## config.mk

```make
export PLATFORM = sky130hd
export DESIGN_NAME = brightness_fade_ramp_core
export DESIGN_NICKNAME = d
export VERILOG_FILES = /design/src/design/bfr_pkg.sv /design/src/design/brightness_fade_ramp_core.sv
export SDC_FILE = /design/constraint.sdc
export NUM_CORES = 1
export LEC_CHECK = 0
export BUFFER_PORTS_ARGS = -buffer_cell sky130_fd_sc_hd__buf_2
export CORE_UTILIZATION = 60
export CTS_CLUSTER_SIZE = 10
export DETAILED_ROUTE_END_ITERATION = 10
export PLACE_DENSITY = 0.88
export SLEW_MARGIN = 40
export SYNTH_ARGS = -nofsm -noshare
export SYNTH_HDL_FRONTEND = slang
export SYNTH_SLANG_ARGS = --single-unit
```

## constraint.sdc

```tcl
create_clock -name clk_i -period 4 [get_ports clk_i]
set_input_delay 0.4 -clock clk_i [delete_from_list [all_inputs] [get_ports clk_i]]
set_output_delay 0.4 -clock clk_i [all_outputs]
set_load 0.01 [all_outputs]
```

## src/design/bfr_pkg.sv

```systemverilog
// Package for the brightness fade ramp: operation codes, sequencer states
// and the fixed field widths. No dependencies.
package bfr_pkg;

  localparam int unsigned LEVEL_W  = 6;
  localparam int unsigned FRAMES_W = 16;
  localparam int unsigned OP_W     = 2;

  typedef enum logic [OP_W-1:0] {
    OP_TICK    = 2'd0,
    OP_START   = 2'd1,
    OP_REVERSE = 2'd2,
    OP_NONE    = 2'd3
  } op_e;

  typedef enum logic [1:0] {
    ST_IDLE,
    ST_DIV,
    ST_DONE
  } state_e;

endpackage

```

## src/design/brightness_fade_ramp_core.sv

```systemverilog
// Brightness fade ramp top level: fixed-point accumulator, fade bookkeeping
// and a restoring divider under a small sequencer. Uses bfr_pkg.
//
// Input channel (in_valid_i / in_stall_o): one beat carries an operation
// (frame tick, start fade, reverse fade) and the start-only fields.
// Output channel (out_valid_o / out_stall_i): exactly one result beat per
// input beat, in order, with the level written to the selected screen.
// Configuration: cfg_we_i writes cfg_wdata_i into the screen select bit;
// write it only while the block is idle.
// A tick, a reverse, an immediate set or an unused code needs no division:
// the accepted beat passes through the done state into the output register.
// A start with a nonzero frame count first runs the step division one
// quotient bit per cycle in the divide state, then passes through the done
// state. The input is held off from accept until the sequencer is idle again,
// so a new beat is taken only after the last one has left the done state.
// Reset clears all state, the screen select and the output register; no fade
// is running afterward. A result waits in the output register while
// out_stall_i is high; one more beat may be accepted and finished meanwhile,
// and it then holds the input off until the output register frees up.
module brightness_fade_ramp_core #(
  parameter int unsigned FRAC_BITS = 8
) (
  input  logic                                clk_i,
  input  logic                                rst_ni,
  input  logic                                cfg_we_i,
  input  logic                                cfg_wdata_i,
  input  logic                                in_valid_i,
  output logic                                in_stall_o,
  input  logic [bfr_pkg::OP_W-1:0]            operation_i,
  input  logic                                keep_current_i,
  input  logic signed [bfr_pkg::LEVEL_W-1:0]  start_level_i,
  input  logic signed [bfr_pkg::LEVEL_W-1:0]  target_level_i,
  input  logic [bfr_pkg::FRAMES_W-1:0]        frame_count_i,
  output logic                                out_valid_o,
  input  logic                                out_stall_i,
  output logic                                write_valid_o,
  output logic                                screen_o,
  output logic signed [bfr_pkg::LEVEL_W-1:0]  level_out_o,
  output logic                                fade_active_o,
  output logic                                ended_at_zero_o
);

  localparam int unsigned ACC_W  = FRAC_BITS + bfr_pkg::LEVEL_W;
  localparam int unsigned STEP_W = FRAC_BITS + bfr_pkg::LEVEL_W + 1;
  localparam int unsigned FW     = bfr_pkg::FRAMES_W;
  localparam int unsigned LW     = bfr_pkg::LEVEL_W;
  localparam int unsigned CNT_W  = $clog2(STEP_W);

  // Architectural state.
  logic                     screen_sel_q;
  logic signed [ACC_W-1:0]  acc_q;
  logic signed [STEP_W-1:0] step_q;
  logic signed [LW-1:0]     from_q;
  logic signed [LW-1:0]     to_q;
  logic [FW-1:0]            total_q;
  logic [FW-1:0]            left_q;
  logic                     running_q;

  // Sequencer and divider.
  bfr_pkg::state_e          state_q, state_d;
  logic [CNT_W-1:0]         cnt_q;
  logic [STEP_W-1:0]        quo_q;     // dividend bits shift out, quotient bits in
  logic [FW-1:0]            rem_q;
  logic [FW-1:0]            divisor_q;
  logic                     neg_q;

  // Pending result.
  logic                     res_wr_q;
  logic                     res_az_q;

  // Output register.
  logic                     out_valid_q;
  logic                     out_wr_q;
  logic                     out_screen_q;
  logic signed [LW-1:0]     out_level_q;
  logic                     out_active_q;
  logic                     out_az_q;

  logic                     in_fire;
  logic                     out_free;
  logic                     div_last;
  bfr_pkg::op_e             op;

  assign op       = bfr_pkg::op_e'(operation_i);
  assign in_fire  = in_valid_i && (state_q == bfr_pkg::ST_IDLE);
  assign out_free = !out_valid_q || !out_stall_i;
  assign div_last = (cnt_q == '0);

  always_comb begin
    state_d = state_q;
    unique case (state_q)
      bfr_pkg::ST_IDLE: begin
        if (in_fire) begin
          if (op == bfr_pkg::OP_START && frame_count_i != '0) begin
            state_d = bfr_pkg::ST_DIV;
          end else begin
            state_d = bfr_pkg::ST_DONE;
          end
        end
      end
      bfr_pkg::ST_DIV: begin
        if (div_last) begin
          state_d = bfr_pkg::ST_DONE;
        end
      end
      bfr_pkg::ST_DONE: begin
        if (out_free) begin
          state_d = bfr_pkg::ST_IDLE;
        end
      end
      default: state_d = bfr_pkg::ST_IDLE;
    endcase
  end

  always_ff @(posedge clk_i or negedge rst_ni) begin
    if (!rst_ni) begin
      state_q <= bfr_pkg::ST_IDLE;
    end else begin
      state_q <= state_d;
    end
  end

  // Level of an accumulator value, truncated toward zero.
  logic signed [ACC_W-1:0] acc_start;
  logic signed [ACC_W-1:0] tgt_scaled;
  logic signed [ACC_W-1:0] to_scaled;
  logic signed [STEP_W-1:0] diff;
  logic [STEP_W-1:0]       diff_mag;
  logic [FW-1:0]           left_dec;
  logic signed [ACC_W-1:0] acc_sum;
  logic signed [LW-1:0]    acc_level;
  logic signed [LW-1:0]    start_level_of;
  logic [FW:0]             trial;
  logic                    take;
  logic [STEP_W-1:0]       quo_next;

  function automatic logic signed [LW-1:0] level_of(input logic signed [ACC_W-1:0] a);
    logic signed [LW-1:0] sh;
    sh = a[ACC_W-1:FRAC_BITS];
    if (a[ACC_W-1] && (a[FRAC_BITS-1:0] != '0)) begin
      sh = sh + LW'(1);
    end
    return sh;
  endfunction

  always_comb begin
    acc_start      = keep_current_i ? acc_q : {start_level_i, {FRAC_BITS{1'b0}}};
    tgt_scaled     = {target_level_i, {FRAC_BITS{1'b0}}};
    to_scaled      = {to_q, {FRAC_BITS{1'b0}}};
    diff           = STEP_W'(tgt_scaled) - STEP_W'(acc_start);
    diff_mag       = diff[STEP_W-1] ? STEP_W'(-diff) : STEP_W'(diff);
    start_level_of = level_of(acc_start);
    left_dec       = left_q - FW'(1);
    acc_sum        = acc_q + ACC_W'(step_q);
    acc_level      = level_of(acc_q);
    trial          = {rem_q, quo_q[STEP_W-1]};
    take           = (trial >= {1'b0, divisor_q});
    quo_next       = {quo_q[STEP_W-2:0], take};
  end

  always_ff @(posedge clk_i or negedge rst_ni) begin
    if (!rst_ni) begin
      screen_sel_q <= 1'b0;
      acc_q        <= '0;
      step_q       <= '0;
      from_q       <= '0;
      to_q         <= '0;
      total_q      <= '0;
      left_q       <= '0;
      running_q    <= 1'b0;
      cnt_q        <= '0;
      quo_q        <= '0;
      rem_q        <= '0;
      divisor_q    <= '0;
      neg_q        <= 1'b0;
      res_wr_q     <= 1'b0;
      res_az_q     <= 1'b0;
      out_valid_q  <= 1'b0;
      out_wr_q     <= 1'b0;
      out_screen_q <= 1'b0;
      out_level_q  <= '0;
      out_active_q <= 1'b0;
      out_az_q     <= 1'b0;
    end else begin
      if (cfg_we_i) begin
        screen_sel_q <= cfg_wdata_i;
      end

      if (in_fire) begin
        res_wr_q <= 1'b0;
        res_az_q <= 1'b0;
        case (op)
          bfr_pkg::OP_START: begin
            if (frame_count_i == '0) begin
              acc_q    <= tgt_scaled;
              res_wr_q <= 1'b1;
            end else begin
              running_q <= 1'b1;
              acc_q     <= acc_start;
              from_q    <= start_level_of;
              to_q      <= target_level_i;
              total_q   <= frame_count_i;
              left_q    <= frame_count_i;
              quo_q     <= diff_mag;
              rem_q     <= '0;
              divisor_q <= frame_count_i;
              neg_q     <= diff[STEP_W-1];
              cnt_q     <= CNT_W'(STEP_W - 1);
            end
          end
          bfr_pkg::OP_REVERSE: begin
            if (running_q) begin
              step_q <= -step_q;
              left_q <= total_q - left_q;
              to_q   <= from_q;
              from_q <= to_q;
            end
          end
          bfr_pkg::OP_TICK: begin
            if (running_q) begin
              left_q   <= left_dec;
              res_wr_q <= 1'b1;
              if (left_dec == '0) begin
                running_q <= 1'b0;
                acc_q     <= to_scaled;
                res_az_q  <= (to_q == '0);
              end else begin
                acc_q <= acc_sum;
              end
            end
          end
          default: ;
        endcase
      end

      // One restoring quotient bit per cycle.
      if (state_q == bfr_pkg::ST_DIV) begin
        cnt_q <= cnt_q - CNT_W'(1);
        quo_q <= quo_next;
        rem_q <= take ? FW'(trial - {1'b0, divisor_q}) : trial[FW-1:0];
        if (div_last) begin
          step_q <= neg_q ? STEP_W'(-quo_next) : quo_next;
        end
      end

      if (state_q == bfr_pkg::ST_DONE && out_free) begin
        out_valid_q  <= 1'b1;
        out_wr_q     <= res_wr_q;
        out_screen_q <= screen_sel_q;
        out_level_q  <= res_wr_q ? acc_level : '0;
        out_active_q <= running_q;
        out_az_q     <= res_az_q;
      end else if (!out_stall_i) begin
        out_valid_q <= 1'b0;
      end
    end
  end

  assign in_stall_o      = (state_q != bfr_pkg::ST_IDLE);
  assign out_valid_o     = out_valid_q;
  assign write_valid_o   = out_wr_q;
  assign screen_o        = out_screen_q;
  assign level_out_o     = out_level_q;
  assign fade_active_o   = out_active_q;
  assign ended_at_zero_o = out_az_q;

endmodule
```

* Yosys cells after proc, flatten, opt, wreduce, memory -nomap -nowiden
Index checks and enable logic that the tools add are counted.
** Cells by class
- Add/subtract/negate cells :: 11
- Magnitude comparators :: 1
- Eq/ne operators :: 12
- Multiplexer cells :: 55
- Bitwise gates (word level) :: 1
- Reductions and logical operators :: 30
** Operators by type and width (count)
- $mux W15 :: 11
- $mux W16 :: 8
- $mux W14 :: 4
- $pmux W16 S3 :: 1
- $neg A15 Y15 :: 3
- $mux W6 :: 7
- $logic_not A16 Y1 :: 2
- $sub A16 B16 Y16 :: 2
- $pmux W14 S2 :: 1
- $pmux W6 S2 :: 2
- $ge A17 B16 Y1 :: 1
- $mux W4 :: 4
- $reduce_bool A16 Y1 :: 1
- $reduce_bool A8 Y1 :: 2
- $sub A16 B1 Y16 const B :: 1
- $reduce_and A3 Y1 :: 5
- $sub A14 B14 Y15 :: 1
- $add A14 B14 Y14 :: 1
- $add A6 B2 Y6 const B :: 2
- $ne A2 B2 Y1 const B :: 6
- $mux W1 :: 10
- $reduce_bool A2 Y1 :: 5
- $mux W2 :: 4
- $logic_not A6 Y1 :: 1
- 15 further kinds :: 25
** Word-level totals
- Register bits :: 126
- Input port bits :: 37
- Output and inout port bits :: 12
- Word-level logic and storage cells :: 131

* Logic depth before layout (Yosys ltp)
- Depth after elaboration :: 8
- Gate-level depth with buffers :: 16
- Depth with buffers taken out :: 14

* Worst setup path after synthesis
OpenSTA, ideal clock, no wires.
- Path kind :: input to register
- From :: input keep_current_i
- To :: register quo_q[13]
- Setup time :: 0.131 ns
- Arrival :: 3.467 ns
- Required time :: 3.869 ns
- Path slack :: 0.402 ns
- Stages :: 14
- Path through :: buf_1 -> buf_1 -> mux2i_1 -> ha_1 -> or4bb_1 -> o211ai_2 -> and4_4 -> a2111oi_4 -> nor2b_2 -> o31a_4 -> buf_12 -> a21oi_1 -> xor2_1 -> o21ai_1
** Between the ends
- Cells in the longest elaborated chain, start to end :: 8
** RTL lines
- start, declared :: line brightness_fade_ramp_core.sv:30 : input logic keep_current_i,
- $mux W14 * :: line brightness_fade_ramp_core.sv:147 : acc_start = keep_current_i ? acc_q : {start_level_i, {FRAC_BITS{1'b0}}};
- $sub A14 B14 Y15 * :: line brightness_fade_ramp_core.sv:150 : diff = STEP_W'(tgt_scaled) - STEP_W'(acc_start);
- $neg A15 Y15 :: line brightness_fade_ramp_core.sv:151 : diff_mag = diff[STEP_W-1] ? STEP_W'(-diff) : STEP_W'(diff);
- $mux W15 * :: line brightness_fade_ramp_core.sv:151
- $mux W15 * :: line brightness_fade_ramp_core.sv:194 : if (frame_count_i == '0) begin
- $mux W15 * :: line brightness_fade_ramp_core.sv:192 : case (op)
- $mux W15 * :: line brightness_fade_ramp_core.sv:189 : if (in_fire) begin
- $mux W15 * :: line brightness_fade_ramp_core.sv:237 : if (state_q == bfr_pkg::ST_DIV) begin
- end signal, assigned :: line brightness_fade_ramp_core.sv:204 : quo_q <= diff_mag;
- end signal, assigned :: line brightness_fade_ramp_core.sv:239 : quo_q <= quo_next;
- end, declared :: line brightness_fade_ramp_core.sv:62 : logic [STEP_W-1:0] quo_q;
Mark *: on every way between the ends. The rest lies on a longest branch, timed or not. The select of a mux whose other input is x is not followed.
A chain may end at the register's enable or synchronous reset.

* Final worst setup path
- From :: register acc_q[0]
- To :: register acc_q[12]
** Between the ends
- Cells in the longest elaborated chain, start to end :: 4
** RTL lines
- start, declared :: line brightness_fade_ramp_core.sv:51 : logic signed [ACC_W-1:0] acc_q;
- start signal, assigned :: line brightness_fade_ramp_core.sv:195 : acc_q <= tgt_scaled;
- start signal, assigned :: line brightness_fade_ramp_core.sv:199 : acc_q <= acc_start;
- start signal, assigned :: line brightness_fade_ramp_core.sv:225 : acc_q <= to_scaled;
- $add A14 B14 Y14 :: line brightness_fade_ramp_core.sv:154 : acc_sum = acc_q + ACC_W'(step_q);
- $mux W14 :: line brightness_fade_ramp_core.sv:223 : if (left_dec == '0) begin
- $mux W14 :: line brightness_fade_ramp_core.sv:220 : if (running_q) begin
- $pmux W14 S2 :: line brightness_fade_ramp_core.sv:192
Every way passes these cells. The select of a mux whose other input is x is not followed.

==> impl_metrics.ini <==
[cts]
clk_pin_slew_ps = 60
cts_setup_buffers = 0
cts_resized = 0
cts_buffer_depth = 2
numCtsBuffers = 17
worstSkewPairLatency_ps = 440
cts_tree = yes
htreeDepth = 4
cts_hold_buf = 0
cts.sinks = 125
root_buffer = clkbuf_16

[finish]
multi_input_area_sq_mm = 0.00581
n_antenna_cell = 0
syn_to_final_growth_pct = 10.6
regArea_sq_mm = 0.00313
fin_nets = 1264
layout-drive-gt1-share_pct = 10.4
fillers = 1143

[drt]
postRouteWirelength_microns = 24800
dr_wl_met3_microns = 2190
drt_first_pass_iters = 7
vias_per_cell = 6.36
wl_per_cell_microns = 17.9
met1_length_microns = 10500
initialDrtViolationCount = 1173
ant_nets = 0
wl_met2_microns = 11400
vias = 8837
post-route-drc-count = 0
highest_layer = met4

[outcome]
outcome = complete, but fails checks
violations = hold timing

[logic_synthesis]
synth_area_leader_cell = dfrtp_1
ys_seq_area_share_pct = 33.3
synth-warning-count = 0
synthAdderAreaFrac_pct = 8.50
ys_ff_latch = 125
postSynthAreaPerCell_sq_um = 8.29
synth_cell_types = 82
synthSimpleGateAreaFrac_pct = 18.7
mappedNetlistNets = 1231
synth_top_family_by_area = compound AO/OA/AOI/OAI gates
syn_area_sq_mm = 0.00939
synth_edf_count = 0
synth_compound_area_share_pct = 24.0
synth-xor-area-share_pct = 8.49
synth_top_cell_area_share_pct = 33.3
synth_flop_cell = dfrtp_1
async_flop_share_pct = 100
synth.top_cells.by_area = dfrtp_1, ha_1, o21ai_0
netlist_instances = 1132
post_synth_mux_area_share_pct = 2.04

[floorplanning]
rows = 45
core_area_sq_mm = 0.0153
start_util_pct = 61.5
die-area_sq_mm = 0.0162
die_w_microns = 127
die_h_microns = 127
ios = 49

[timing]
whs_ps = -36.5
maxSlewHeadroom_pct = 48.7
clock_skew_ps = 8.99
slew_viol_final = 0
hold_viol = 12
post-route-min-period_ps = 3170
setup_viol = 0
period_share_pct = 79.4
setup_tns_ps = 0
rsz0062_at_grt = no
tightest_slew_ps = 767
fmax_ghz = 0.315

[placed_design]
hpwl_microns = 17400
place_congestion = 0.946
port_buffers = 48

[worst_setup_path]
crit_chain = ha_1 -> fa_1 -> a21o_1 -> a21oi_1 -> nor2b_1 -> o31ai_1 -> a21oi_1 -> a21boi_0 -> xnor2_1 -> mux2i_1 -> a221oi_1
cpPeakStageDelay_ps = 460
end_kind = flop
worstPathMaxFanout = 7
crit_type = flop to flop
slowest_stage = dfrtp_1
cpMostUsedCell = a21oi_1
required_ps = 4320
start_kind = flop
arrival_ps = 3490

[grt]
grt.total_usage_pct = 32.1
antenna_found_initial = 0
overflow = 0
grt_pass1_vias = 8261
grt_pass1_wl_microns = 40800
grt_max_degree = 74

[power]
irDropWorstVdd_uv = 376
p_total_mw = 9.40
p_per_area_mw_per_mm2 = 905
leakagePower_nw = 4.74

[hold_path]
hold_path.class = input port to async pin

[job]
drv_cap = 0
stage by stage:
step / cells / worst slack, ps / cell area, sq um / hold slack (ps) / util [%]
after detailed placement: 1357 / 493 / 9810 / 460 / 64.3
final: 1389 / 825 / 10400 / -36.5 / 68.1
after global placement: 1357 / 614 / 9800 / 452 / 64.2
after global routing: 1389 / 616 / 10400 / 30.0 / 68.1
after floorplan: 1132 / 402 / 9390 / 104 / -
after CTS: 1389 / 876 / 10400 / 10.5 / 68.0
final timing paths:
| path | cells after the start | to | slack (ps) | startpoint |
|---|---|---|---|---|
| hold reg to reg | 2 | write_valid_o$_DFFE_PN0P_ | 470 | write_valid_o$_DFFE_PN0P_ |
| setup / recovery | 11 | acc_q[12]$_DFFE_PN0P_ | 830 | acc_q[0]$_DFFE_PN0P_ |
| hold / removal | 1 | write_valid_o$_DFFE_PN0P_ | -40 | rst_ni |
| min in group clk_i | 2 | screen_sel_q$_DFFE_PN0P_ | 210 | cfg_wdata_i |
| max in group asynchronous | 2 | left_q[8]$_DFFE_PN0P_ | 3070 | rst_ni |
| setup reg to reg | 11 | acc_q[12]$_DFFE_PN0P_ | 830 | acc_q[0]$_DFFE_PN0P_ |
final cells by class:
cell class / count / share of cell area (%)
inverter: 66 / 2.39
clock inverter: 15 / 1.36
tap: 211 / 2.54
sequential: 125 / 30.1
multi-input combinational: 891 / 56.0
clock buffer: 17 / 4.10
timing repair buffer: 64 / 3.53
layer usage:
layer	track usage, %	up-vias
li1	-	4144
met1	42.9	4183
met2	49.8	434
met3	6.91	76
met4	15.1	0
met5	0	-
critical path: cells and delay by family (launching register included):
kind	cells	cell delay [ps]
adder cells (fa/ha/maj)	2	690
AO/OA/AOI/OAI	6	1560
AND/OR/NAND/NOR	1	100
multiplexers	1	90
flip-flops	1	460
XOR/XNOR	1	160
report_power, final:
group / internal [mW] / switching, mW
Clock: 0.860 / 0.620
Combinational: 2.33 / 3.13
Sequential: 1.79 / 0.664
Total: 4.99 / 4.41
synthesized netlist by cell type, drive strengths merged (3+ instances only):
library cell	count
buf	8
o31ai	12
o21a	6
o21bai	4
o211ai	7
xnor2	52
nor3	23
a21o	18
a41oi	3
a211oi	9
a22oi	16
nor2	101
a31oi	26
nand4	11
a2111oi	3
ha	59
inv	65
o41a	3
or3	6
o21ai	113
and2	6
a31o	3
nand2	124
nand3	28
a32oi	5
nand3b	6
fa	3
nor4	17
a21boi	3
nor4b	3
a221o	3
xor2	39
a21oi	80
a22o	9
and3	11
nand2b	11
dfrtp	125
nor3b	5
or4	3
mux2i	18
a221oi	5
clkbuf	42
o22ai	4
or2	4
nor2b	7
placed cells by master (no fill, tap or decap), types with 17 or more instances in the layout:
master     count
nand2_1      124
ha_1          59
clkbuf_16     17
dfrtp_1      125
a21o_1        18
xor2_1        39
o21ai_0      103
buf_2         47
inv_1         65
nor3_1        22
a21oi_1       78
nand3_1       27
xnor2_1       52
mux2i_1       18
nor2_1       100
a31oi_1       26
cells by family (layout without fill, tap and decap cells):
kind of cell    after synthesis  after routing
simple gates                369            369
compound gates              350            350
flops                       125            125
buf+inv                     116            162
xor+xnor                     91             91
fa+ha+maj                    62             62
mux                          19             19
state kept, by name (all words and copies together), names as in the netlist, 14 cells and up:
name and count:
rem_q 16, acc_q 14, step_q 14, divisor_q 16
quo_q 15, left_q 16
Power figures use the tool's default switching activity.
